[src/rtl/core/aec_pkg.sv]
`timescale 1ns / 1ps
`default_nettype none

package aec_pkg;

    localparam int MAX_CHARS_DEF = 1024;
    localparam int MIN_CHARS     = 5;

    // characters
    localparam logic [7:0] CH_PLUS  = 8'h2B;
    localparam logic [7:0] CH_MINUS = 8'h2D;
    localparam logic [7:0] CH_STAR  = 8'h2A;
    localparam logic [7:0] CH_SLASH = 8'h2F;
    localparam logic [7:0] CH_EQ    = 8'h3D;
    localparam logic [7:0] CH_0     = 8'h30;
    localparam logic [7:0] CH_9     = 8'h39;

    // parse phases
    localparam logic [2:0] PH_LEFT0  = 3'd0;
    localparam logic [2:0] PH_LEFT   = 3'd1;
    localparam logic [2:0] PH_RIGHT0 = 3'd2;
    localparam logic [2:0] PH_RIGHT  = 3'd3;
    localparam logic [2:0] PH_SIGN   = 3'd4;
    localparam logic [2:0] PH_ANS0   = 3'd5;
    localparam logic [2:0] PH_ANS    = 3'd6;

    // operators
    localparam logic [1:0] OP_ADD = 2'd0;
    localparam logic [1:0] OP_SUB = 2'd1;
    localparam logic [1:0] OP_MUL = 2'd2;
    localparam logic [1:0] OP_DIV = 2'd3;

    // verdicts
    localparam logic [3:0] STAT_CORRECT   = 4'd0;
    localparam logic [3:0] STAT_WRONG     = 4'd1;
    localparam logic [3:0] STAT_SHORT     = 4'd2;
    localparam logic [3:0] STAT_BAD_LEFT  = 4'd3;
    localparam logic [3:0] STAT_BAD_OP    = 4'd4;
    localparam logic [3:0] STAT_BAD_RIGHT = 4'd5;
    localparam logic [3:0] STAT_BAD_EQ    = 4'd6;
    localparam logic [3:0] STAT_BAD_ANS   = 4'd7;
    localparam logic [3:0] STAT_BAD_TAIL  = 4'd8;
    localparam logic [3:0] STAT_BAD_DIV   = 4'd9;

    typedef struct packed {
        logic [7:0] symbol;
        logic       last_symbol;
    } symbol_req_t;

    typedef struct packed {
        logic [3:0]         status;
        logic [30:0]        left_value;
        logic [30:0]        right_value;
        logic signed [31:0] given_answer;
        logic signed [31:0] expected_answer;
        logic [1:0]         operator_code;
        logic [9:0]         answer_start;
        logic [10:0]        answer_length;
        logic               overflow;
    } verdict_t;

    typedef struct packed {
        logic [2:0]  phase;
        logic [31:0] left_acc;
        logic [31:0] right_acc;
        logic [31:0] answer_acc;
        logic        answer_negative;
        logic [1:0]  op_held;
        logic        error_seen;
        logic [3:0]  error_code;
        logic        overflow_seen;
    } parse_state_t;

    typedef struct packed {
        logic        start;
        logic        is_div;
        logic [31:0] a;
        logic [31:0] b;
    } md_req_t;

    typedef struct packed {
        logic        busy;
        logic        done;
        logic [31:0] value;
        logic        overflow;
        logic        inexact;
    } md_rsp_t;

endpackage

`default_nettype wire

[src/rtl/core/aec_parser.sv]
`timescale 1ns / 1ps
`default_nettype none

module aec_parser #(
    parameter int MAX_CHARS = aec_pkg::MAX_CHARS_DEF,
    localparam int CW = $clog2(MAX_CHARS + 1),
    localparam int IW = $clog2(MAX_CHARS + 2)
) (
    input  wire logic                  aclk,
    input  wire logic                  aresetn,
    input  wire logic                  step,
    input  wire logic                  clear,
    input  wire logic [7:0]            symbol,
    output aec_pkg::parse_state_t      ps,
    output logic [CW-1:0]              char_count,
    output logic [IW-1:0]              answer_index
);

    aec_pkg::parse_state_t ps_reg, ps_next;
    logic [CW-1:0] count_reg, count_next;
    logic [IW-1:0] index_reg, index_next;

    logic        is_dig;
    logic [3:0]  digit;
    logic [31:0] acc_sel;
    logic [35:0] push;
    logic        push_ovf;

    always_comb begin
        is_dig = symbol inside {[aec_pkg::CH_0:aec_pkg::CH_9]};
        digit  = 4'(symbol - aec_pkg::CH_0);
        if (ps_reg.phase inside {aec_pkg::PH_LEFT0, aec_pkg::PH_LEFT}) begin
            acc_sel = ps_reg.left_acc;
        end else if (ps_reg.phase inside {aec_pkg::PH_RIGHT0, aec_pkg::PH_RIGHT}) begin
            acc_sel = ps_reg.right_acc;
        end else begin
            acc_sel = ps_reg.answer_acc;
        end
        // acc * 10 + digit
        push     = (36'(acc_sel) << 3) + (36'(acc_sel) << 1) + 36'(digit);
        push_ovf = |push[35:31];
    end

    always_comb begin
        ps_next    = ps_reg;
        count_next = count_reg;
        index_next = index_reg;
        if (clear) begin
            ps_next    = '0;
            count_next = '0;
            index_next = '0;
        end else if (step) begin
            if (count_reg < CW'(MAX_CHARS)) begin
                count_next = count_reg + 1'b1;
            end
            if (!ps_reg.error_seen) begin
                case (ps_reg.phase)
                    aec_pkg::PH_LEFT0: begin
                        if (is_dig) begin
                            ps_next.left_acc      = push[31:0];
                            ps_next.overflow_seen = ps_reg.overflow_seen | push_ovf;
                            ps_next.phase         = aec_pkg::PH_LEFT;
                        end else begin
                            ps_next.error_seen = 1'b1;
                            ps_next.error_code = aec_pkg::STAT_BAD_LEFT;
                        end
                    end
                    aec_pkg::PH_LEFT: begin
                        if (is_dig) begin
                            ps_next.left_acc      = push[31:0];
                            ps_next.overflow_seen = ps_reg.overflow_seen | push_ovf;
                        end else if (symbol == aec_pkg::CH_PLUS) begin
                            ps_next.op_held = aec_pkg::OP_ADD;
                            ps_next.phase   = aec_pkg::PH_RIGHT0;
                        end else if (symbol == aec_pkg::CH_MINUS) begin
                            ps_next.op_held = aec_pkg::OP_SUB;
                            ps_next.phase   = aec_pkg::PH_RIGHT0;
                        end else if (symbol == aec_pkg::CH_STAR) begin
                            ps_next.op_held = aec_pkg::OP_MUL;
                            ps_next.phase   = aec_pkg::PH_RIGHT0;
                        end else if (symbol == aec_pkg::CH_SLASH) begin
                            ps_next.op_held = aec_pkg::OP_DIV;
                            ps_next.phase   = aec_pkg::PH_RIGHT0;
                        end else begin
                            ps_next.error_seen = 1'b1;
                            ps_next.error_code = aec_pkg::STAT_BAD_OP;
                        end
                    end
                    aec_pkg::PH_RIGHT0: begin
                        if (is_dig) begin
                            ps_next.right_acc     = push[31:0];
                            ps_next.overflow_seen = ps_reg.overflow_seen | push_ovf;
                            ps_next.phase         = aec_pkg::PH_RIGHT;
                        end else begin
                            ps_next.error_seen = 1'b1;
                            ps_next.error_code = aec_pkg::STAT_BAD_RIGHT;
                        end
                    end
                    aec_pkg::PH_RIGHT: begin
                        if (is_dig) begin
                            ps_next.right_acc     = push[31:0];
                            ps_next.overflow_seen = ps_reg.overflow_seen | push_ovf;
                        end else if (symbol == aec_pkg::CH_EQ) begin
                            index_next    = IW'(count_reg) + IW'(1);
                            ps_next.phase = aec_pkg::PH_SIGN;
                        end else begin
                            ps_next.error_seen = 1'b1;
                            ps_next.error_code = aec_pkg::STAT_BAD_EQ;
                        end
                    end
                    aec_pkg::PH_SIGN: begin
                        if (symbol == aec_pkg::CH_MINUS) begin
                            ps_next.answer_negative = 1'b1;
                            ps_next.phase           = aec_pkg::PH_ANS0;
                        end else if (is_dig) begin
                            ps_next.answer_acc    = push[31:0];
                            ps_next.overflow_seen = ps_reg.overflow_seen | push_ovf;
                            ps_next.phase         = aec_pkg::PH_ANS;
                        end else begin
                            ps_next.error_seen = 1'b1;
                            ps_next.error_code = aec_pkg::STAT_BAD_ANS;
                        end
                    end
                    aec_pkg::PH_ANS0: begin
                        if (is_dig) begin
                            ps_next.answer_acc    = push[31:0];
                            ps_next.overflow_seen = ps_reg.overflow_seen | push_ovf;
                            ps_next.phase         = aec_pkg::PH_ANS;
                        end else begin
                            ps_next.error_seen = 1'b1;
                            ps_next.error_code = aec_pkg::STAT_BAD_ANS;
                        end
                    end
                    default: begin
                        if (is_dig) begin
                            ps_next.answer_acc    = push[31:0];
                            ps_next.overflow_seen = ps_reg.overflow_seen | push_ovf;
                        end else begin
                            ps_next.error_seen = 1'b1;
                            ps_next.error_code = aec_pkg::STAT_BAD_TAIL;
                        end
                    end
                endcase
            end
        end
    end

    always_ff @(posedge aclk) begin
        if (!aresetn) begin
            ps_reg    <= '0;
            count_reg <= '0;
            index_reg <= '0;
        end else begin
            ps_reg    <= ps_next;
            count_reg <= count_next;
            index_reg <= index_next;
        end
    end

    assign ps           = ps_reg;
    assign char_count   = count_reg;
    assign answer_index = index_reg;

endmodule

`default_nettype wire

[config.mk]
export PLATFORM = sky130hd
export DESIGN_NAME = aec_parser
export DESIGN_NICKNAME = d
export VERILOG_FILES = /design/src/rtl/core/aec_pkg.sv /design/src/rtl/core/aec_parser.sv
export SDC_FILE = /design/constraint.sdc
export NUM_CORES = 1
export LEC_CHECK = 0
export ABC_AREA = 0
export ABC_CLOCK_PERIOD_IN_PS = 5300
export BUFFER_PORTS_ARGS = -buffer_cell sky130_fd_sc_hd__buf_2
export CORE_MARGIN = 1.5
export CORE_UTILIZATION = 45
export CTS_CLUSTER_SIZE = 20
export DETAILED_ROUTE_END_ITERATION = 8
export PLACE_DENSITY_LB_ADDON = 0.3
export SYNTH_ARGS = -nofsm -noshare
export SYNTH_HDL_FRONTEND = slang
export SYNTH_SLANG_ARGS = --single-unit
[constraint.sdc]
create_clock -name aclk -period 5.3 [get_ports aclk]
set_input_delay 0.53 -clock aclk [delete_from_list [all_inputs] [get_ports aclk]]
set_output_delay 0.53 -clock aclk [all_outputs]
set_load 0.005 [all_outputs]
==> impl_metrics.yaml <==
status:
  status: "finished, final reports clean"
worst_setup_path:
  cpPeakStageDelay_ns: 0.55
  path_class: "reg2reg"
  cp_num_buf_inv: 2
  crit_fanout: 29
  cp-start-kind: "flip-flop"
  cp.depth: 15
  cp.arrival_ns: 5.09
  startpoint: "ps[107]"
  cp.required_ns: 5.60
  rr_worst_depth: 15
  path_common_cell: "ha_1"
  path_cells: "inv_1 > ha_2 > buf_4 > o21ai_0 > ha_1 > ha_1 > a21oi_1 > nor2b_1 > o21a_1 > o41ai_1 > o311ai_1 > nand4_1 > nand3_1 > a2111oi_2 > a31oi_1"
  r2r_start: "ps[107]"
  cp-end-kind: "flip-flop"
  critPathTopFamily: "compound AO/OA/AOI/OAI gates"
  slowest_stage: "ha_2"
layout:
  stdcell_area_um2: 9380
  drive_above_1_share_pct: 18.1
  final_cell_mix: "nand2_1 (212), buf_2 (141), dfxtp_1 (129), a21oi_1 (122), nor2_1 (78)"
  layout_commonest_cell: "nand2_1"
  largest_reg_flops: 108
  n_antenna_cell: 0
  syn2layout_area_growth_pct: 19.8
  finish.net_count: 1210
logic_synthesis:
  synth_top_area_cell: "dfxtp_1"
  synth.top_cell.area_share_pct: 33.2
  synth-seq-cells: 130
  synth_edf_count: 0
  yosys.cell_types.count: 60
  avgSynthCellArea_um2: 7.71
  netlist_instances: 1015
  yosysSeqAreaShare_pct: 33.2
  synth.area.top_cells: "dfxtp_1 (33%), ha_1 (11%), nand2_1 (10%)"
  postSynth.asyncResetShare_pct: 0
  synth_warnings: 0
  ys.flop_type: "dfxtp_1"
  synth_area_um2: 7830
  synthesis.nets: 1097
floorplan:
  ios: 142
  initial_utilization_pct: 45.6
  die_w_um: 135
  fp-row-count: 48
  dieArea_um2: 18200
  coreArea_um2: 17200
  fp.dieH_um: 135
placed_design:
  gp_congestion: 0.874
  numPortBuffers: 141
  dpl-instance-area_um2: 8720
  hpwl_um: 16300
timing:
  finClkSkew_ns: 0.0140
  max_clock_freq_mhz: 209
  hold_violations: 0
  worst_pin_slew_ns: 1.21
  final_max_slew_viol_count: 0
  hold_ws_ns: 0.393
  slew_headroom_pct: 19.0
  setup_tns_ns: 0
  post-route-period-util_pct: 90.5
  min_period_ns: 4.80
  finalSetupViolCount: 0
  grt_setup_unrepaired: "no"
worst_hold_path:
  holdCritStartpoint: "symbol[0]"
  hold_path_class: "in2reg"
  hold_depth: 3
drt:
  num_vias: 7628
  drt_wl_total_um: 22400
  wire_per_inst_um: 16.4
  ant_nets: 0
  top_layer: "met4"
  dr_wl_met3_um: 1260
  first_pass_iters: 5
  wl_met2_um: 10200
  drtIter0Drc: 619
  drc: 0
  viasPerCell: 5.59
  met1_length_um: 10600
pwr:
  power_density_nw_per_um2: 249
  ir_drop_v: 0.000216
  p_leak_nw: 3.89
cts:
  insertion_delay_ns: 0.43
  cts_setup_buffers: 0
  clkTransAtPathRegs_ns: 0.06
  cts_tree: "yes"
  clockBufferDepth: 2
  cts.sinks: 130
  root_buffer: "clkbuf_16"
  htree_levels: 4
  cts_buffers: 17
grt:
  grt_max_degree: 75
  grt_pass1_vias: 6960
  grt_pass1_wl_um: 36100
  grt_overflow_total: 0
  grt_antenna_before_repair: 0
  grtUsageTotal_pct: 24.7
run:
  drv_cap: 0
==> stage by stage <==
step / instances / setup WS, ns / util (%) / total power, W
floorplan: 1015 / 0.701 / - / 0.00104
global placement: 1334 / 0.588 / 50.8 / 0.00106
detailed placement: 1334 / 0.473 / 50.8 / 0.00106
CTS: 1365 / 0.443 / 54.5 / 0.00235
global route: 1365 / 0.0464 / 54.6 / 0.00240
finish: 1365 / 0.505 / 54.6 / 0.00234
==> area by class of cell <==
class | count | area [um^2]
clock buffer | 21 | 460
clock inverter | 10 | 181
fill | 1660 | 7800
inverter | 9 | 37.5
multi-input combinational | 818 | 5020
sequential | 130 | 2600
tap | 225 | 282
timing repair buffer | 152 | 788
==> Yosys cell counts (2+ instances only) <==
cell / number
and3_1: 10
clkbuf_1: 53
a31oi_1: 7
nor2_1: 78
xnor2_1: 23
nand4_1: 8
or2_2: 4
nand3_1: 30
nor3b_1: 2
nand2b_1: 7
buf_1: 4
o21ai_0: 57
mux2i_1: 35
o21a_1: 9
o21ai_1: 13
ha_1: 68
a21oi_1: 122
a32oi_1: 2
a21o_1: 12
nor3_1: 11
or3_1: 6
nor4_1: 2
nand2_1: 212
a211oi_1: 23
inv_1: 8
o31ai_1: 2
dfxtp_1: 130
nor2b_1: 9
a41oi_1: 2
o211ai_1: 6
a221oi_1: 3
o21bai_1: 7
nand3b_1: 2
xor2_1: 20
fa_1: 2
a21boi_0: 2
==> power breakdown <==
group / internal (W) / switching, W / total [W]
sequential: 0.000980 / 0.00000228 / 0.000982
combinational: 0.0000163 / 0.0000407 / 0.0000570
clock: 0.000855 / 0.000442 / 0.00130
==> worst paths after layout <==
path	slack [ns]	end
worst max-delay path	0.50	ps[0]
worst min-delay path	0.39	ps[41]
worst max register to register	0.50	ps[0]
worst min register to register	0.47	ps[6]
==> metal layers <==
metal  GRT usage (%)  up-vias
met5               0        -
met4            7.29        0
met3            5.29       31
met2            39.0      214
met1            33.9     3585
li1                -     3798
==> logic make-up (layout without fill, tap and decap cells) <==
| family | Yosys count | in the layout | share of synthesized area, % |
|---|---|---|---|
| simple gates | 387 | 387 | 21.3 |
| compound gates | 282 | 282 | 21.5 |
| flops | 130 | 130 | 33.2 |
| fa+ha+maj | 70 | 70 | 11.4 |
| buf+inv | 67 | 192 | 3.23 |
| xor+xnor | 43 | 43 | 4.81 |
| mux | 36 | 36 | 4.62 |
==> tightest hold or removal path, delay by kind of cell <==
family	cells	cell delay [ns]
AOI/OAI and AO/OA	1	0.05
buffers and inverters	1	0.13
and+or+nand+nor	1	0.06
==> timing repair <==
| item | 4_1_cts | 5_1_grt |
|---|---|---|
| gates resized for setup | 0 | 3 |
| setup endpoints to repair | 0 | 4 |
| hold buffers | 0 | 0 |
Note: power is estimated with default switching activity, not from simulation.
